--- config.mk ---
export PLATFORM = sky130hd
export DESIGN_NAME = mcfs_mul
export DESIGN_NICKNAME = d
export VERILOG_FILES = /design/src/rtl/mcfs_pkg.sv /design/src/rtl/mcfs_mul.sv
export SDC_FILE = /design/constraint.sdc
export NUM_CORES = 2
export LEC_CHECK = 0
export ABC_AREA = 1
export BUFFER_PORTS_ARGS = -buffer_cell sky130_fd_sc_hd__buf_2
export CORE_ASPECT_RATIO = 1.25
export CORE_UTILIZATION = 50
export DETAILED_ROUTE_END_ITERATION = 16
export PLACE_DENSITY = 0.72
export SKIP_CTS_REPAIR_TIMING = 1
export SLEW_MARGIN = 20
export SYNTH_ARGS = -nofsm -noshare
export SYNTH_HDL_FRONTEND = slang
export SYNTH_SLANG_ARGS = --single-unit
--- constraint.sdc ---
create_clock -name i_clk -period 10.54 [get_ports i_clk]
set_input_delay 0.527 -clock i_clk [delete_from_list [all_inputs] [get_ports i_clk]]
set_output_delay 0.527 -clock i_clk [all_outputs]
set_load 0.005 [all_outputs]
--- src/rtl/mcfs_pkg.sv ---
// Package for the metric coupled field force stencil.
// Grid constants, micro-op encoding, program tables and shared helpers.
// No dependencies.
package mcfs_pkg;

    localparam int GRID_SIDE = 32;
    localparam int NN        = GRID_SIDE * GRID_SIDE;
    localparam int CELLS     = NN * GRID_SIDE;
    localparam int AW        = $clog2(CELLS);
    localparam int XW        = $clog2(GRID_SIDE);
    localparam int TW        = $clog2(NN);
    localparam int CIW       = 15;
    localparam int DW        = 32;
    localparam int WW        = 3 * DW;
    localparam int FRAC      = 20;
    localparam int Q_ONE     = 1 << FRAC;
    localparam int OPA_W     = 36;
    localparam int OPB_W     = 33;
    localparam int PROD_W    = OPA_W + OPB_W;
    localparam int FULL_W    = PROD_W - FRAC;
    localparam int ACC_W     = 48;
    localparam int NB        = 19;
    localparam int KW        = $clog2(NB + 1);
    localparam int NBW       = $clog2(NB);
    localparam int DIVN_W    = DW + FRAC;
    localparam int DCW       = $clog2(DIVN_W + 1);
    localparam int DD_W      = DW - 1;
    localparam int RSH       = 30;
    localparam int RECIP_NN  = (1 << RSH) / NN + 1;
    localparam int RECIP_N   = (1 << RSH) / GRID_SIDE + 1;
    localparam int RMW       = CIW + 31;
    localparam int SW        = 5;
    localparam int PRE_N     = 16;
    localparam int FLD_N     = 18;
    localparam int CFGW      = 3;

    localparam logic [CFGW-1:0] CFG_MU    = 3'd0;
    localparam logic [CFGW-1:0] CFG_KAPPA = 3'd1;
    localparam logic [CFGW-1:0] CFG_MASS  = 3'd2;
    localparam logic [CFGW-1:0] CFG_PAIR  = 3'd3;
    localparam logic [CFGW-1:0] CFG_ALPHA = 3'd4;
    localparam logic [CFGW-1:0] CFG_INV   = 3'd5;

    localparam logic REQ_WRITE   = 1'b0;
    localparam logic REQ_COMPUTE = 1'b1;

    typedef enum logic [3:0] {
        S_IDLE, S_DEC1, S_DEC2, S_READ, S_PRE, S_DIVST, S_DIV, S_FLD, S_FIN, S_DONE
    } t_state;

    typedef enum logic [1:0] {OFF_Z, OFF_P, OFF_M} t_off;

    typedef enum logic [3:0] {
        A_INV, A_GRD, A_PO1, A_T1, A_PP, A_KAPPA, A_DEN, A_MU,
        A_STN, A_H, A_CON, A_QUO, A_POTH, A_CTR
    } t_asrc;

    typedef enum logic [3:0] {
        B_INV, B_IDX1, B_IDX2, B_IDX4, B_PO2, B_CTR, B_PP, B_PP2,
        B_DEN, B_DV, B_ALPHA, B_DP, B_PAIR, B_MASS
    } t_bsrc;

    typedef enum logic [4:0] {
        D_IDX2, D_G, D_T1, D_PP, D_PP2, D_KPP, D_DEN2, D_NUM, D_LAP, D_DV,
        D_ACC0, D_ACC, D_ACC2, D_CORR, D_DP, D_FTR, D_FPW, D_FM
    } t_dst;

    typedef struct packed {
        t_asrc      asrc;
        t_bsrc      bsrc;
        t_dst       dst;
        logic [1:0] fld;
        logic [2:0] idx;
    } t_uop;

    function automatic t_uop mk(input t_asrc a, input t_bsrc b, input t_dst d,
                                input logic [1:0] f, input logic [2:0] i);
        t_uop u;
        u.asrc = a;
        u.bsrc = b;
        u.dst  = d;
        u.fld  = f;
        u.idx  = i;
        return u;
    endfunction

    // setup program: scale factors, gradients, triple product, denominator, numerator
    function automatic t_uop pre_uop(input logic [SW-1:0] s);
        t_uop u;
        case (s)
            5'd0:    u = mk(A_INV,   B_INV,  D_IDX2, 2'd0, 3'd0);
            5'd1:    u = mk(A_GRD,   B_IDX1, D_G,    2'd0, 3'd0);
            5'd2:    u = mk(A_GRD,   B_IDX1, D_G,    2'd1, 3'd0);
            5'd3:    u = mk(A_GRD,   B_IDX1, D_G,    2'd2, 3'd0);
            5'd4:    u = mk(A_GRD,   B_IDX1, D_G,    2'd0, 3'd1);
            5'd5:    u = mk(A_GRD,   B_IDX1, D_G,    2'd1, 3'd1);
            5'd6:    u = mk(A_GRD,   B_IDX1, D_G,    2'd2, 3'd1);
            5'd7:    u = mk(A_GRD,   B_IDX1, D_G,    2'd0, 3'd2);
            5'd8:    u = mk(A_GRD,   B_IDX1, D_G,    2'd1, 3'd2);
            5'd9:    u = mk(A_GRD,   B_IDX1, D_G,    2'd2, 3'd2);
            5'd10:   u = mk(A_PO1,   B_PO2,  D_T1,   2'd2, 3'd0);
            5'd11:   u = mk(A_T1,    B_CTR,  D_PP,   2'd2, 3'd0);
            5'd12:   u = mk(A_PP,    B_PP,   D_PP2,  2'd0, 3'd0);
            5'd13:   u = mk(A_KAPPA, B_PP2,  D_KPP,  2'd0, 3'd0);
            5'd14:   u = mk(A_DEN,   B_DEN,  D_DEN2, 2'd0, 3'd0);
            default: u = mk(A_MU,    B_PP,   D_NUM,  2'd0, 3'd0);
        endcase
        return u;
    endfunction

    // per-field program; field comes from the sequencer
    function automatic t_uop fld_uop(input logic [SW-1:0] s);
        t_uop u;
        case (s)
            5'd0:    u = mk(A_STN,  B_IDX2,  D_LAP,  2'd0, 3'd0);
            5'd1:    u = mk(A_STN,  B_IDX2,  D_DV,   2'd0, 3'd1);
            5'd2:    u = mk(A_STN,  B_IDX2,  D_DV,   2'd0, 3'd2);
            5'd3:    u = mk(A_STN,  B_IDX2,  D_DV,   2'd0, 3'd3);
            5'd4:    u = mk(A_STN,  B_IDX4,  D_DV,   2'd0, 3'd4);
            5'd5:    u = mk(A_STN,  B_IDX4,  D_DV,   2'd0, 3'd5);
            5'd6:    u = mk(A_STN,  B_IDX4,  D_DV,   2'd0, 3'd6);
            5'd7:    u = mk(A_H,    B_DV,    D_ACC0, 2'd0, 3'd0);
            5'd8:    u = mk(A_H,    B_DV,    D_ACC,  2'd0, 3'd1);
            5'd9:    u = mk(A_H,    B_DV,    D_ACC,  2'd0, 3'd2);
            5'd10:   u = mk(A_H,    B_DV,    D_ACC2, 2'd0, 3'd3);
            5'd11:   u = mk(A_H,    B_DV,    D_ACC2, 2'd0, 3'd4);
            5'd12:   u = mk(A_H,    B_DV,    D_ACC2, 2'd0, 3'd5);
            5'd13:   u = mk(A_CON,  B_ALPHA, D_CORR, 2'd0, 3'd0);
            5'd14:   u = mk(A_PO1,  B_PO2,   D_DP,   2'd0, 3'd0);
            5'd15:   u = mk(A_QUO,  B_DP,    D_FTR,  2'd0, 3'd0);
            5'd16:   u = mk(A_POTH, B_PAIR,  D_FPW,  2'd0, 3'd0);
            default: u = mk(A_CTR,  B_MASS,  D_FM,   2'd0, 3'd0);
        endcase
        return u;
    endfunction

    // neighbor list: center, faces, then xy, xz, yz corners
    function automatic t_off nb_dx(input logic [NBW-1:0] k);
        t_off o;
        case (k)
            5'd1, 5'd7, 5'd8, 5'd11, 5'd12:  o = OFF_P;
            5'd2, 5'd9, 5'd10, 5'd13, 5'd14: o = OFF_M;
            default:                         o = OFF_Z;
        endcase
        return o;
    endfunction

    function automatic t_off nb_dy(input logic [NBW-1:0] k);
        t_off o;
        case (k)
            5'd3, 5'd7, 5'd9, 5'd15, 5'd16:  o = OFF_P;
            5'd4, 5'd8, 5'd10, 5'd17, 5'd18: o = OFF_M;
            default:                         o = OFF_Z;
        endcase
        return o;
    endfunction

    function automatic t_off nb_dz(input logic [NBW-1:0] k);
        t_off o;
        case (k)
            5'd5, 5'd11, 5'd13, 5'd15, 5'd17: o = OFF_P;
            5'd6, 5'd12, 5'd14, 5'd16, 5'd18: o = OFF_M;
            default:                          o = OFF_Z;
        endcase
        return o;
    endfunction

    function automatic logic signed [DW-1:0] sat32(input logic signed [63:0] v);
        logic signed [DW-1:0] r;
        if (v > 64'sd2147483647) begin
            r = 32'sh7fffffff;
        end else if (v < -64'sd2147483648) begin
            r = 32'sh80000000;
        end else begin
            r = v[DW-1:0];
        end
        return r;
    endfunction

    function automatic logic signed [DW-1:0] fv(input logic [WW-1:0] w,
                                                input logic [1:0] f);
        logic signed [DW-1:0] r;
        case (f)
            2'd0:    r = w[DW-1:0];
            2'd1:    r = w[2*DW-1:DW];
            default: r = w[WW-1:2*DW];
        endcase
        return r;
    endfunction

    function automatic logic [1:0] nxt(input logic [1:0] f);
        logic [1:0] r;
        case (f)
            2'd0:    r = 2'd1;
            2'd1:    r = 2'd2;
            default: r = 2'd0;
        endcase
        return r;
    endfunction

endpackage

--- src/rtl/mcfs_mul.sv ---
// Shared Q12.20 multiplier: registered floor(a*b / 2^20), full and saturated.
// Depends on mcfs_pkg.
module mcfs_mul import mcfs_pkg::*; (
    input  logic                     i_clk,
    input  logic                     i_en,
    input  logic signed [OPA_W-1:0]  i_a,
    input  logic signed [OPB_W-1:0]  i_b,
    output logic signed [FULL_W-1:0] o_full,
    output logic signed [DW-1:0]     o_sat
);
    logic signed [PROD_W-1:0] w_prod;
    logic signed [FULL_W-1:0] r_full;

    assign w_prod = PROD_W'(i_a) * PROD_W'(i_b);

    always_ff @(posedge i_clk) begin
        if (i_en) begin
            r_full <= w_prod[PROD_W-1:FRAC];
        end
    end

    assign o_full = r_full;
    assign o_sat  = sat32(64'(r_full));
endmodule

## After elaboration in Yosys (flattened, before gate mapping)

Index checks and enable logic that the tools add are counted.
Widths: inputs -> output; s select.

| storage, ports and cells | value |
|---|---|
| register bits after elaboration | 49 |
| output and inout bits | 81 |
| logic and storage cells | 6 |

| operators by class | value |
|---|---|
| $mul | 1 |
| order comparisons | 2 |
| mux-type cells | 2 |

Operators by type and width:

| operator | number |
|---|---|
| $mul 36x33->69 | 1 |
| $mux 32 | 2 |
| $gt 49x32->1 const B | 1 |
| $lt 49x32->1 const B | 1 |

## Logic depth before layout (Yosys ltp)

| depth | value |
|---|---|
| word-level depth | 3 |
| mapped depth | 34 |
| gate-level depth less buffers | 32 |

## Worst setup path before layout

Ideal clock, no wire load.

| timing path | value |
|---|---|
| path kind | input-to-reg |
| start point | input i_a[35] |
| end point | register r_full[40] (netlist: o_full[40]) (data pin) |
| library setup time | 252 ps |
| arrival | 7397 ps |
| setup slack | 2891 ps |
| cell stages on the path | 25 |
| path buffers | 2 |
| path through | clkbuf_1 -> clkbuf_1 -> nand2_1 -> inv_1 -> fa_1 -> fa_1 -> fa_1 -> fa_1 -> inv_1 -> fa_1 -> inv_1 -> fa_1 -> fa_1 -> inv_1 -> fa_1 -> inv_1 -> ha_1 -> a21oi_1 -> a21boi_0 -> o21ai_0 -> o21bai_1 -> a31oi_1 -> nand2_1 -> nand2_1 -> nand2_1 |

| between the ends | value |
|---|---|
| cells in the longest elaborated chain, start to end | 1 |

Ends and longest elaborated chain:

| item | line | text |
|---|---|---|
| start: declaration | mcfs_mul.sv:6 | `input logic signed [OPA_W-1:0] i_a,` |
| $mul 36x33->69 | mcfs_mul.sv:14 | `assign w_prod = PROD_W'(i_a) * PROD_W'(i_b);` |
| named net w_prod[60] | mcfs_mul.sv:11 | `logic signed [PROD_W-1:0] w_prod;` |
| end signal: assignment | mcfs_mul.sv:18 | `r_full <= w_prod[PROD_W-1:FRAC];` |
| end: declaration | mcfs_mul.sv:12 | `logic signed [FULL_W-1:0] r_full;` |

The timed path passes the listed nets, and every way through them passes these cells.
A chain may end at the register's enable or synchronous reset.

## Final worst setup path

| timing path | value |
|---|---|
| start point | input i_b[0] |
| end point | register r_full[40] (netlist: o_full[40]) (data pin) |

| between the ends | value |
|---|---|
| cells in the longest elaborated chain, start to end | 1 |

Ends and longest elaborated chain:

| item | line | text |
|---|---|---|
| start: declaration | mcfs_mul.sv:7 | `input logic signed [OPB_W-1:0] i_b,` |
| $mul 36x33->69 | mcfs_mul.sv:14 |  |
| named net w_prod[60] | mcfs_mul.sv:11 |  |

The timed path passes the listed nets, and every way through them passes these cells.

==> flow_metrics.py <==
metrics = {
    "outcome": {
        "status": "complete, but fails checks",
        "violations": "design-rule violations",
    },
    "synth": {
        "yosysTopAreaCellShare_pct": 54.3,
        "synth_mux_area_share_pct": 0,
        "synth_top_family_by_area": "adder cells",
        "yosysSeqAreaShare_pct": 3.23,
        "ys_ff_latch": 49,
        "syn_inst": 5711,
        "synth_compound_area_share_pct": 2.66,
        "synth-simple-area-share_pct": 14.3,
        "synth_adder_area_share_pct": 60.3,
        "async_flop_share_pct": 0,
        "synth_area_mm2": 0.0456,
        "yosysUniqueCellTypes": 35,
        "syn_avg_cell_area_um2": 7.98,
        "synthXorXnorAreaFrac_pct": 0.922,
        "ys.flop_type": "edfxtp_1",
        "synth_area_leaders": "fa_1, inv_1, nand2_1",
        "yosysWarnings": 0,
        "synth_enable_flop_cells": 49,
        "synth_top_cell_by_area": "fa_1",
        "syn_nets": 7237,
    },
    "setup_path": {
        "crit_path_start_kind": "input port",
        "crit_top_cell": "fa_1",
        "cp.depth": 24,
        "cp_slowest_stage_delay_ns": 0.99,
        "cpMaxStageDelayCell": "fa_1",
        "worstPathArrival_ns": 8.74,
        "path_cells": "buf_2 > nand2_1 > inv_1 > fa_1 > fa_1 > fa_1 > fa_1 > inv_1 > fa_1 > inv_1 > fa_1 > fa_1 > inv_1 > fa_1 > inv_1 > ha_1 > a21oi_1 > a21boi_0 > o21ai_0 > o21bai_1 > a31oi_1 > nand2_1 > nand2_1 > nand2_1",
        "crit_fanout": 35,
        "setup.worst_path.end_class": "flop",
        "required_ns": 10.61,
        "cp_num_buf_inv": 6,
        "path_class": "input port to flop",
        "path_delay_family": "adder cells",
    },
    "global_route": {
        "grt_pass1_vias": 39200,
        "grt_max_degree": 50,
        "grt.overflow.total": 0,
        "antenna_found_initial": 12,
        "grt_use_total_pct": 29.5,
        "grt_pass1_wl_um": 209000,
    },
    "job": {
        "drv_cap": 0,
    },
    "drt": {
        "first_pass_iters": 12,
        "wl_per_cell_um": 19.1,
        "met3_length_um": 8190,
        "wirelength_met1_um": 43400,
        "drtIter0Drc": 2419,
        "routed.top_layer": "met5",
        "routed_wl_um": 130000,
        "vias": 35200,
        "drt-vias-per-instance": 5.18,
        "wl_met2_um": 67400,
        "ant_nets": 0,
        "drc": 2,
    },
    "place": {
        "routabilityCongestion": 0.962,
        "hpwl_um": 106000,
        "io_buffer_count": 151,
    },
    "min_path": {
        "worstHoldStart": "i_en",
        "holdPathEnd": "o_full[5]",
        "hold_path.class": "input port to flop",
        "holdPathStages": 2,
    },
    "cells_and_area": {
        "finalNetCount": 7128,
        "final_layout_size_suffix_gt1_share_pct": 3.37,
        "multiInputGateArea_mm2": 0.0357,
        "fillers": 8589,
        "register_area_mm2": 0.00147,
        "layout_commonest_cell": "inv_1",
        "syn2layout_area_growth_pct": 3.24,
        "largest_register_ffs": 49,
        "layout_common_cells": "inv_1, nand2_1, fa_1",
    },
    "floorplan": {
        "pin_count": 152,
        "rows": 123,
        "die_h_um": 340,
        "die_w_um": 272,
        "initial_utilization_pct": 50.6,
        "fp.coreArea_mm2": 0.0902,
        "die_area_mm2": 0.0924,
    },
    "clock_tree": {
        "cts_sinks": 49,
        "clockBufferDepth": 2,
        "htree_levels": 2,
        "cts_tree": "built",
        "clk_pin_slew_worst_paths_ns": 0.08,
        "numCtsBuffers": 5,
        "cts-root-buf": "clkbuf_16",
    },
    "timing": {
        "fin_setup_tns_ns": 0,
        "hold_viol": 0,
        "slew_headroom_pct": 26.6,
        "fmax_mhz": 115,
        "min_period_ns": 8.67,
        "fin_crit_sh_pct": 82.3,
        "worst_pin_slew_ns": 1.10,
        "rsz0062_at_grt": "no",
        "setup_viol": 0,
        "drv_slew": 0,
    },
}
-- metrics by stage --
stage	cells	hold WS [ns]	util [%]	setup slack, ns	instance area (um2)
final	6795	0.892	52.2	1.87	47100
after global placement	6782	0.954	52.0	1.65	46900
after floorplan	5711	0.639	-	2.89	45600
after CTS	6790	0.909	52.2	1.88	47100
after detailed placement	6782	0.957	52.0	1.55	46900
after global routing	6793	0.919	52.2	1.42	47100
-- logic make-up (layout without fill, tap and decap cells) --
| group | count (synthesis) | count (layout) |
|---|---|---|
| xor gates and xnor gates | 48 | 48 |
| adders and majority gates | 1455 | 1455 |
| AOI/OAI and AO/OA | 219 | 219 |
| DFF | 49 | 49 |
| and+or+nand+nor | 1687 | 1687 |
| other | 0 | 5 |
| buffers and inverters | 2253 | 2145 |
-- worst max-delay path by stage --
stage	start	to	slack, ns
floorplan	i_a[35]	o_full[40]	2.89
global placement	i_b[6]	o_full[40]	1.65
detailed placement	i_b[6]	o_full[40]	1.55
CTS	i_b[0]	o_full[40]	1.88
global route	i_b[0]	o_full[40]	1.42
finish	i_b[0]	o_full[40]	1.87
-- final cells by class --
type | count | area share (%)
Timing Repair Buffer | 164 | 1.81
Antenna cell | 5 | 0.0266
Multi-Input combinational cell | 3409 | 75.8
Inverter | 1973 | 15.7
Clock buffer | 5 | 0.266
Tap cell | 1187 | 3.16
Clock inverter | 3 | 0.0984
Sequential cell | 49 | 3.13
-- cells in the mapped netlist, types with 2 or more instances --
cell type and instances:
a211oi_1 2, a21boi_0 4, a21o_1 13, a21oi_1 120, a31oi_1 5, and3_1 2
buf_2 4, clkbuf_1 275, edfxtp_1 49, fa_1 1237, ha_1 218, inv_1 1970
inv_2 2, nand2_1 1412, nand2_2 4, nand3_1 50, nand4_1 11, nor2_1 167
nor3_1 16, nor4_1 13, o211ai_1 3, o21a_1 8, o21ai_0 48, o21bai_1 13
or2_2 9, xnor2_1 11, xor2_1 37
-- per-layer routing --
| metal | track usage [%] | vias up |
|---|---|---|
| met5 | 0 | - |
| met1 | 32.3 | 17900 |
| met4 | 18.8 | 14 |
| met3 | 3.59 | 518 |
| met2 | 53.8 | 1450 |
| li1 | - | 15300 |
Power is left out: the tool's default activity adds up to more than one toggle a clock period on the data nets, which glitch-free logic cannot reach.
