--- src/rtl/mcfs_pkg.sv ---
// Package for the metric coupled field force stencil.
// Grid constants, micro-op encoding, program tables and shared helpers.
// No dependencies.
package mcfs_pkg;

    localparam int GRID_SIDE = 32;
    localparam int NN        = GRID_SIDE * GRID_SIDE;
    localparam int CELLS     = NN * GRID_SIDE;
    localparam int AW        = $clog2(CELLS);
    localparam int XW        = $clog2(GRID_SIDE);
    localparam int TW        = $clog2(NN);
    localparam int CIW       = 15;
    localparam int DW        = 32;
    localparam int WW        = 3 * DW;
    localparam int FRAC      = 20;
    localparam int Q_ONE     = 1 << FRAC;
    localparam int OPA_W     = 36;
    localparam int OPB_W     = 33;
    localparam int PROD_W    = OPA_W + OPB_W;
    localparam int FULL_W    = PROD_W - FRAC;
    localparam int ACC_W     = 48;
    localparam int NB        = 19;
    localparam int KW        = $clog2(NB + 1);
    localparam int NBW       = $clog2(NB);
    localparam int DIVN_W    = DW + FRAC;
    localparam int DCW       = $clog2(DIVN_W + 1);
    localparam int DD_W      = DW - 1;
    localparam int RSH       = 30;
    localparam int RECIP_NN  = (1 << RSH) / NN + 1;
    localparam int RECIP_N   = (1 << RSH) / GRID_SIDE + 1;
    localparam int RMW       = CIW + 31;
    localparam int SW        = 5;
    localparam int PRE_N     = 16;
    localparam int FLD_N     = 18;
    localparam int CFGW      = 3;

    localparam logic [CFGW-1:0] CFG_MU    = 3'd0;
    localparam logic [CFGW-1:0] CFG_KAPPA = 3'd1;
    localparam logic [CFGW-1:0] CFG_MASS  = 3'd2;
    localparam logic [CFGW-1:0] CFG_PAIR  = 3'd3;
    localparam logic [CFGW-1:0] CFG_ALPHA = 3'd4;
    localparam logic [CFGW-1:0] CFG_INV   = 3'd5;

    localparam logic REQ_WRITE   = 1'b0;
    localparam logic REQ_COMPUTE = 1'b1;

    typedef enum logic [3:0] {
        S_IDLE, S_DEC1, S_DEC2, S_READ, S_PRE, S_DIVST, S_DIV, S_FLD, S_FIN, S_DONE
    } t_state;

    typedef enum logic [1:0] {OFF_Z, OFF_P, OFF_M} t_off;

    typedef enum logic [3:0] {
        A_INV, A_GRD, A_PO1, A_T1, A_PP, A_KAPPA, A_DEN, A_MU,
        A_STN, A_H, A_CON, A_QUO, A_POTH, A_CTR
    } t_asrc;

    typedef enum logic [3:0] {
        B_INV, B_IDX1, B_IDX2, B_IDX4, B_PO2, B_CTR, B_PP, B_PP2,
        B_DEN, B_DV, B_ALPHA, B_DP, B_PAIR, B_MASS
    } t_bsrc;

    typedef enum logic [4:0] {
        D_IDX2, D_G, D_T1, D_PP, D_PP2, D_KPP, D_DEN2, D_NUM, D_LAP, D_DV,
        D_ACC0, D_ACC, D_ACC2, D_CORR, D_DP, D_FTR, D_FPW, D_FM
    } t_dst;

    typedef struct packed {
        t_asrc      asrc;
        t_bsrc      bsrc;
        t_dst       dst;
        logic [1:0] fld;
        logic [2:0] idx;
    } t_uop;

    function automatic t_uop mk(input t_asrc a, input t_bsrc b, input t_dst d,
                                input logic [1:0] f, input logic [2:0] i);
        t_uop u;
        u.asrc = a;
        u.bsrc = b;
        u.dst  = d;
        u.fld  = f;
        u.idx  = i;
        return u;
    endfunction

    // setup program: scale factors, gradients, triple product, denominator, numerator
    function automatic t_uop pre_uop(input logic [SW-1:0] s);
        t_uop u;
        case (s)
            5'd0:    u = mk(A_INV,   B_INV,  D_IDX2, 2'd0, 3'd0);
            5'd1:    u = mk(A_GRD,   B_IDX1, D_G,    2'd0, 3'd0);
            5'd2:    u = mk(A_GRD,   B_IDX1, D_G,    2'd1, 3'd0);
            5'd3:    u = mk(A_GRD,   B_IDX1, D_G,    2'd2, 3'd0);
            5'd4:    u = mk(A_GRD,   B_IDX1, D_G,    2'd0, 3'd1);
            5'd5:    u = mk(A_GRD,   B_IDX1, D_G,    2'd1, 3'd1);
            5'd6:    u = mk(A_GRD,   B_IDX1, D_G,    2'd2, 3'd1);
            5'd7:    u = mk(A_GRD,   B_IDX1, D_G,    2'd0, 3'd2);
            5'd8:    u = mk(A_GRD,   B_IDX1, D_G,    2'd1, 3'd2);
            5'd9:    u = mk(A_GRD,   B_IDX1, D_G,    2'd2, 3'd2);
            5'd10:   u = mk(A_PO1,   B_PO2,  D_T1,   2'd2, 3'd0);
            5'd11:   u = mk(A_T1,    B_CTR,  D_PP,   2'd2, 3'd0);
            5'd12:   u = mk(A_PP,    B_PP,   D_PP2,  2'd0, 3'd0);
            5'd13:   u = mk(A_KAPPA, B_PP2,  D_KPP,  2'd0, 3'd0);
            5'd14:   u = mk(A_DEN,   B_DEN,  D_DEN2, 2'd0, 3'd0);
            default: u = mk(A_MU,    B_PP,   D_NUM,  2'd0, 3'd0);
        endcase
        return u;
    endfunction

    // per-field program; field comes from the sequencer
    function automatic t_uop fld_uop(input logic [SW-1:0] s);
        t_uop u;
        case (s)
            5'd0:    u = mk(A_STN,  B_IDX2,  D_LAP,  2'd0, 3'd0);
            5'd1:    u = mk(A_STN,  B_IDX2,  D_DV,   2'd0, 3'd1);
            5'd2:    u = mk(A_STN,  B_IDX2,  D_DV,   2'd0, 3'd2);
            5'd3:    u = mk(A_STN,  B_IDX2,  D_DV,   2'd0, 3'd3);
            5'd4:    u = mk(A_STN,  B_IDX4,  D_DV,   2'd0, 3'd4);
            5'd5:    u = mk(A_STN,  B_IDX4,  D_DV,   2'd0, 3'd5);
            5'd6:    u = mk(A_STN,  B_IDX4,  D_DV,   2'd0, 3'd6);
            5'd7:    u = mk(A_H,    B_DV,    D_ACC0, 2'd0, 3'd0);
            5'd8:    u = mk(A_H,    B_DV,    D_ACC,  2'd0, 3'd1);
            5'd9:    u = mk(A_H,    B_DV,    D_ACC,  2'd0, 3'd2);
            5'd10:   u = mk(A_H,    B_DV,    D_ACC2, 2'd0, 3'd3);
            5'd11:   u = mk(A_H,    B_DV,    D_ACC2, 2'd0, 3'd4);
            5'd12:   u = mk(A_H,    B_DV,    D_ACC2, 2'd0, 3'd5);
            5'd13:   u = mk(A_CON,  B_ALPHA, D_CORR, 2'd0, 3'd0);
            5'd14:   u = mk(A_PO1,  B_PO2,   D_DP,   2'd0, 3'd0);
            5'd15:   u = mk(A_QUO,  B_DP,    D_FTR,  2'd0, 3'd0);
            5'd16:   u = mk(A_POTH, B_PAIR,  D_FPW,  2'd0, 3'd0);
            default: u = mk(A_CTR,  B_MASS,  D_FM,   2'd0, 3'd0);
        endcase
        return u;
    endfunction

    // neighbor list: center, faces, then xy, xz, yz corners
    function automatic t_off nb_dx(input logic [NBW-1:0] k);
        t_off o;
        case (k)
            5'd1, 5'd7, 5'd8, 5'd11, 5'd12:  o = OFF_P;
            5'd2, 5'd9, 5'd10, 5'd13, 5'd14: o = OFF_M;
            default:                         o = OFF_Z;
        endcase
        return o;
    endfunction

    function automatic t_off nb_dy(input logic [NBW-1:0] k);
        t_off o;
        case (k)
            5'd3, 5'd7, 5'd9, 5'd15, 5'd16:  o = OFF_P;
            5'd4, 5'd8, 5'd10, 5'd17, 5'd18: o = OFF_M;
            default:                         o = OFF_Z;
        endcase
        return o;
    endfunction

    function automatic t_off nb_dz(input logic [NBW-1:0] k);
        t_off o;
        case (k)
            5'd5, 5'd11, 5'd13, 5'd15, 5'd17: o = OFF_P;
            5'd6, 5'd12, 5'd14, 5'd16, 5'd18: o = OFF_M;
            default:                          o = OFF_Z;
        endcase
        return o;
    endfunction

    function automatic logic signed [DW-1:0] sat32(input logic signed [63:0] v);
        logic signed [DW-1:0] r;
        if (v > 64'sd2147483647) begin
            r = 32'sh7fffffff;
        end else if (v < -64'sd2147483648) begin
            r = 32'sh80000000;
        end else begin
            r = v[DW-1:0];
        end
        return r;
    endfunction

    function automatic logic signed [DW-1:0] fv(input logic [WW-1:0] w,
                                                input logic [1:0] f);
        logic signed [DW-1:0] r;
        case (f)
            2'd0:    r = w[DW-1:0];
            2'd1:    r = w[2*DW-1:DW];
            default: r = w[WW-1:2*DW];
        endcase
        return r;
    endfunction

    function automatic logic [1:0] nxt(input logic [1:0] f);
        logic [1:0] r;
        case (f)
            2'd0:    r = 2'd1;
            2'd1:    r = 2'd2;
            default: r = 2'd0;
        endcase
        return r;
    endfunction

endpackage

--- src/rtl/mcfs_div.sv ---
// Restoring divider, one quotient bit per cycle: sat32(sign * (|n| << 20) / d).
// Depends on mcfs_pkg.
module mcfs_div import mcfs_pkg::*; (
    input  logic                 i_clk,
    input  logic                 i_rst_n,
    input  logic                 i_start,
    input  logic signed [DW-1:0] i_num,
    input  logic [DD_W-1:0]      i_den,
    output logic                 o_done,
    output logic signed [DW-1:0] o_quo
);
    logic [DCW-1:0]    r_cnt;
    logic              r_busy;
    logic              r_done;
    logic              r_neg;
    logic [DIVN_W-1:0] r_q;
    logic [DW-1:0]     r_rem;
    logic [DD_W-1:0]   r_den;
    logic signed [DW-1:0] r_quo;

    logic [DW:0]       w_sh;
    logic [DW:0]       w_sub;
    logic              w_ge;
    logic [DW-1:0]     w_mag;
    logic [DIVN_W-1:0] w_qn;

    assign w_mag = i_num[DW-1] ? DW'(-i_num) : DW'(i_num);
    assign w_sh  = {r_rem, r_q[DIVN_W-1]};
    assign w_sub = w_sh - (DW+1)'(r_den);
    assign w_ge  = !w_sub[DW];
    assign w_qn  = {r_q[DIVN_W-2:0], w_ge};

    always_ff @(posedge i_clk) begin
        if (!i_rst_n) begin
            r_busy <= 1'b0;
            r_done <= 1'b0;
            r_cnt  <= '0;
        end else begin
            r_done <= 1'b0;
            if (i_start) begin
                r_busy <= 1'b1;
                r_cnt  <= DCW'(DIVN_W);
            end else if (r_busy) begin
                r_cnt <= r_cnt - 1'b1;
                if (r_cnt == DCW'(1)) begin
                    r_busy <= 1'b0;
                    r_done <= 1'b1;
                end
            end
        end
    end

    always_ff @(posedge i_clk) begin
        if (i_start) begin
            r_q   <= {w_mag, FRAC'(0)};
            r_rem <= '0;
            r_den <= i_den;
            r_neg <= i_num[DW-1];
        end else if (r_busy) begin
            r_q   <= w_qn;
            r_rem <= w_ge ? w_sub[DW-1:0] : w_sh[DW-1:0];
            if (r_cnt == DCW'(1)) begin
                r_quo <= r_neg ? sat32(-(64'(w_qn))) : sat32(64'(w_qn));
            end
        end
    end

    assign o_done = r_done;
    assign o_quo  = r_quo;

`ifndef SYNTHESIS
    a_done_after_busy: assert property (@(posedge i_clk) disable iff (!i_rst_n)
        r_done |-> $past(r_busy))
        else $error("divider done without a run");
    a_start_idle: assert property (@(posedge i_clk) disable iff (!i_rst_n)
        i_start |-> !r_busy)
        else $error("divider restarted while busy");
    a_cnt_bound: assert property (@(posedge i_clk) disable iff (!i_rst_n)
        r_busy |-> (r_cnt != '0))
        else $error("divider count out of range");
`endif
endmodule
--- config.mk ---
export PLATFORM = sky130hd
export DESIGN_NAME = mcfs_div
export DESIGN_NICKNAME = d
export VERILOG_FILES = /design/src/rtl/mcfs_pkg.sv /design/src/rtl/mcfs_div.sv
export SDC_FILE = /design/constraint.sdc
export NUM_CORES = 1
export LEC_CHECK = 0
export BUFFER_PORTS_ARGS = -buffer_cell sky130_fd_sc_hd__buf_2
export CAP_MARGIN = 20
export CELL_PAD_IN_SITES_DETAIL_PLACEMENT = 2
export CELL_PAD_IN_SITES_GLOBAL_PLACEMENT = 2
export CORE_UTILIZATION = 42
export CTS_BUF_LIST = sky130_fd_sc_hd__clkbuf_4 sky130_fd_sc_hd__clkbuf_8
export CTS_CLUSTER_SIZE = 12
export DETAILED_ROUTE_END_ITERATION = 6
export PLACE_DENSITY = 0.95
export SLEW_MARGIN = 30
export SYNTH_ARGS = -nofsm -noshare
export SYNTH_HDL_FRONTEND = slang
export SYNTH_SLANG_ARGS = --single-unit
--- constraint.sdc ---
create_clock -name i_clk -period 9.01 [get_ports i_clk]
set_input_delay 1.3515 -clock i_clk [delete_from_list [all_inputs] [get_ports i_clk]]
set_output_delay 1.3515 -clock i_clk [all_outputs]
set_load 0.02 [all_outputs]
# Word level (Yosys, flattened, before mapping)
# Index checks and enable logic that the tools add are counted.
[word_totals]
latchBits = 0
ram_bits = 0
wordCells = 40
mem_count = 0
reg_bits = 156
rom_bits = 0
[classes]
order_cmp = 3
n_eq_ne = 1
n_div = 0
shift = 0
n_mux = 14
n_reduce_logical = 5
multipliers = 0
bitwise = 3
add_sub_neg = 4
[ops]
columns = ["operator", "n"]
rows = [
  ["$mux W32", 6],
  ["$mux W52", 2],
  ["$gt A64 B32 Y1 const B", 1],
  ["$lt A64 B32 Y1 const B", 1],
  ["$neg A52 Y64", 1],
  ["$gt A52 B31 Y1 const B", 1],
  ["$sub A33 B31 Y33", 1],
  ["$neg A32 Y32", 1],
  ["$mux W6", 2],
  ["$eq A6 B1 Y1 const B", 1],
  ["$sub A6 B1 Y6 const B", 1],
  ["$mux W1", 4],
  ["$not A1 Y1", 3],
  ["$reduce_and A3 Y1", 1],
  ["$reduce_or A3 Y1", 1],
  ["$reduce_bool A2 Y1", 1],
  ["$reduce_or A2 Y1", 1],
  ["$logic_not A1 Y1", 1],
]

# Longest topological paths before layout
[logic_depth]
word_depth = 7
mapped_depth = 23
mapped_depth_nobuf = 20

# Least setup slack after synthesis
# No wires, ideal clock.
[synth_path]
path_kind = "register -> register"
startpoint = "register r_den[0]"
endpoint = "register r_quo[23] (netlist: o_quo[23]) (data pin)"
setup_time_ns = 0.176
arrival_ns = 4.396
period_less_slack_ns = 4.572
path_stages_with_launch = 23
slack_ns = 4.438
path_cell_list = "edfxtp_1 ha_1 fa_1 nor2b_1 o31ai_1 a31o_2 a21o_1 a21o_1 nand3_1 buf_4 clkbuf_1 ha_1 nor2b_1 nand2_1 nor3_1 and4_1 nand2b_1 nor2_1 xor2_1 nor4b_1 a31oi_2 buf_2 nor4_1"
[synth_via]
elab_chain_cells = 7
elab_cells_between_ends = 10
cone_classes = "add/sub: 2; order compare: 3; mux: 4; reduce/logical: 1"
[synth_rtl]
columns = ["item", "line", "text"]
rows = [
  ["from (decl)", "mcfs_div.sv:18", "logic [DD_W-1:0] r_den;"],
  ["from (signal assigned)", "mcfs_div.sv:57", "r_den <= i_den;"],
  ["$sub A33 B31 Y33 (*)", "mcfs_div.sv:29", "assign w_sub = w_sh - (DW+1)'(r_den);"],
  ["$logic_not A1 Y1 (*)", "mcfs_div.sv:30", "assign w_ge = !w_sub[DW];"],
  ["$neg A52 Y64", "mcfs_div.sv:63", "r_quo <= r_neg ? sat32(-(64'(w_qn))) : sat32(64'(w_qn));"],
  ["$lt A64 B32 Y1", "mcfs_pkg.sv:172", "end else if (v < -64'sd2147483648) begin"],
  ["$mux W32", "mcfs_pkg.sv:172", ""],
  ["$mux W32", "mcfs_pkg.sv:170", "if (v > 64'sd2147483647) begin"],
  ["$mux W32 (*)", "mcfs_div.sv:63", ""],
  ["to (signal assigned)", "mcfs_div.sv:63", ""],
  ["to (decl)", "mcfs_div.sv:19", "logic signed [DW-1:0] r_quo;"],
]
# Every way passes the cells marked *; elsewhere a longest branch is shown, timed or not.
# A chain may end at the register's enable or synchronous reset.

# Worst setup path after layout
[layout_path]
startpoint = "register r_q[51]"
endpoint = "register r_quo[21] (netlist: o_quo[21]) (data pin)"
[layout_via]
elab_chain_cells = 7
elab_cells_between_ends = 10
cone_classes = "add/sub: 2; order compare: 3; mux: 4; reduce/logical: 1"
[layout_rtl]
columns = ["item", "line", "text"]
rows = [
  ["from (decl)", "mcfs_div.sv:16", "logic [DIVN_W-1:0] r_q;"],
  ["from (signal assigned)", "mcfs_div.sv:55", "r_q <= {w_mag, FRAC'(0)};"],
  ["from (signal assigned)", "mcfs_div.sv:60", "r_q <= w_qn;"],
  ["$sub A33 B31 Y33 (*)", "mcfs_div.sv:29", ""],
  ["$logic_not A1 Y1 (*)", "mcfs_div.sv:30", ""],
  ["$neg A52 Y64", "mcfs_div.sv:63", ""],
  ["$lt A64 B32 Y1", "mcfs_pkg.sv:172", ""],
  ["$mux W32", "mcfs_pkg.sv:172", ""],
  ["$mux W32", "mcfs_pkg.sv:170", ""],
  ["$mux W32 (*)", "mcfs_div.sv:63", ""],
]
# Marked as above.

==> impl_results.md <==
* First-pass GRT wire length at 52.7 mm
* Site Rows at 54
* Setup bufs post-CTS at 0
* Share of the synthesized area in the top cell type at a little under a third
* Die extent in x at about 150 µm
* Chip height at approximately 150 µm
* Fin nets at between 1,000 and 1,500
* Fillers at 2,321
* Die area at 22,900 µm²
* Avg Cell Area, Syn at 9.33 µm²
* Largest family of logic cells by synthesized area: simple AND/OR/NAND/NOR gates
* # clock sinks at 156
* Ports at 99
* Worst Setup End Kind: flop
* XOR/XNOR Fraction of Synth Area at 5.81%
* Simple-gate portion of the synthesized area at 19.9%
* RSZ-0062 raised after global routing: no
* Final count of hold timing violations at 0
* Core box area at 21,800 µm²
* DRT Pass-1 Iters at 5
* H-tree depth at 4
* Seq/Total Area, Yosys at 43.7%
* Via count at about 8,400
* Reg-to-reg startpoint: r_q[51]
* Async S/R FF share, synth at 0%
* Mux share of post-synthesis cell area at 4.54%
* Area contributors post-synth: edfxtp_1, dfxtp_1, ha_1
* Status: finished clean
* Hold wc startpoint: r_rem[15]
* Vias per Instance at 6.13
* Total routed wirelength at around 34 mm
* Cells after DPL at 1,340
* CTS tree: built
* Antenna Cells at 0
* Final period utilization at 60.8%
* Pleak at 0.00425 µW
* Share of cells above drive strength 1 at 15.6%
* Maximum clock frequency at 0.182 GHz
* DP Area at ~10,000 µm²
* Setup ws final at ~3.5 ns
* Cells after Synth at 1,002
* Gr usage total at 30.6%
* Skew-Pair Late Insertion Delay at just under 0.5 ns
* Critical Path RT at 9.27 ns
* Largest net degree at the start of global routing at 83
* Most frequent cell after synthesis: nor2_1
* Worst Hold Class: flop to flop
* Place WS at 3.69 ns
* Synth area leader: edfxtp_1
* Number of global-route vias before repair at 9,269
* Slew HR at around a third
* Initial antenna violation count at 0
* Starting Density at between 40% and 50%
* # resized after CTS at 0
* Iteration-0 DRC count of the detailed router at 395
* Synthesis Warnings at 0
* Maximum vdd drop at 0.0000973 V
* EDFF count, synth at 96
* Grt total ovfl at 0
* Least-Margin Pin Slew at 0.987 ns
* CTS buffer count at 17
* Predominant post-synthesis flop cell: edfxtp_1
* Netlist cell types at a little under 80
* Finished Layout Cells at 1,373
* Worst setup SP type: flop
* # hold bufs at CTS at 0
* Clock buffer depth at 2
* Post-route ant nets at 0
* DPL Wire Length at between 20 and 25 mm
* Power Dens Cells at 168 nW/µm²
* Slew Viols, Final at 0
* Compound-Gate Fraction of Synth Area at 16.3%
* Setup_tns at 0 ns
* IO buf count at 98
* DRC viols at 0
* Final setup vio count at 0
* Worst-path fanout max at 31
* Mapped Nets at 1,104
* Adder-cell share of the synthesized area at 4.90%
* Root Buffer: clkbuf_8
* Clock Skews at approximately 0.013 ns
* Finished Cell Area at 10,400 µm²
* Worst Setup Path Type: flop to flop
* Clock slew at reported path FFs at 0.10 ns
* Synth cell count leaders: nor2_1, edfxtp_1, nand2_1, o21ai_0, dfxtp_1
* Seq cells post-synth at approximately 160
* Critical Path Source: r_q[51]
* Max cap viols at 0
* Placer Congestion at roughly 0.80
* Crit path arrival time at 5.74 ns
* Min Tclk post-route at about 5.5 ns
* Routed wire length per instance at 24.8 µm
* Netlist Area Pre-Place at 9350 µm²
* Area Overhead vs Synth at 11.4%
## sequential cells by signal, indices dropped and copies added, names as in the netlist
name	count
r_busy	1
o_quo	32
r_cnt	6
r_q	52
r_neg	1
r_den	31
o_done	1
r_rem	32
## stage by stage
stage	hold WS, ns	total power [µW]	util [%]
5_1_grt	0.536	1810	47.7
4_1_cts	0.520	1750	47.6
3_3_place_gp	0.470	1170	45.9
2_1_floorplan	0.453	1080	-
6_report	0.508	1750	47.7
3_5_place_dp	0.491	1210	45.9
## critical path, stage by stage (launching register included)
cell and delay [ns]:
edfxtp_1 0.38, inv_1 0.08, ha_1 0.23, fa_1 0.38, nor2b_1 0.28, o31ai_1 0.18
a31o_2 0.30, a21o_1 0.19, a21o_1 0.18, nand3_1 0.16, ha_1 0.23, nor2b_1 0.28
nand2_1 0.16, nor3_1 0.29, and4_1 0.27, nand2b_1 0.17, nor2_1 0.18, xor2_1 0.09
nor4b_1 0.33, a31oi_2 0.13, buf_4 0.27, nor4_1 0.46
## placed cells by master (no fill, tap or decap), types with 33 or more instances in the layout
master    Yosys  routed
edfxtp_1     96      96
nor3_1       33      33
nor2_1      110     110
buf_2         6      97
a21oi_1      43      43
mux2i_1      39      39
inv_1        50      50
xor2_1       37      37
o21ai_0      63      63
ha_1         35      35
nand2_1      91      91
dfxtp_1      60      59
## worst paths after layout
kind / cells past startpoint / endpoint / slack, ns
worst max-delay path: 21 / o_quo[21] / 3.53
worst min-delay path: 2 / r_rem[15] / 0.51
worst max register to register: 21 / o_quo[21] / 3.53
worst min register to register: 2 / r_rem[15] / 0.51
## per-layer routing
layer  GRT usage (%)  routed length, µm  vias up
met4            14.4               1300        0
met3            4.91               1220       97
met2            56.3              18000      272
met1            34.4              13600     4245
met5               0                  0        -
li1                -                  -     3796
## kinds of logic (layout without fill, tap and decap cells)
logic type,count (synthesis),count (layout)
flip-flops,156,156
AO/OA/AOI/OAI,229,229
XOR/XNOR,62,62
buffers and inverters,102,193
AND/OR/NAND/NOR,375,375
adder cells (fa/ha/maj),36,36
multiplexers,42,42
## power breakdown
part	switching [µW]	internal [µW]	leakage, µW	total [µW]
Combinational	232	136	0.00264	369
Sequential	39.9	806	0.00143	846
Clock	310	222	0.000182	531
## layout make-up
cell class	instances	area, µm²	share of cell area [%]
clock buffer	17	234	2.25
clock inverter	15	139	1.33
inverter	51	193	1.85
multi-input combinational	744	4810	46.2
sequential	156	4090	39.3
tap	280	350	3.37
timing repair buffer	110	594	5.71
Power figures use the tool's default switching activity.
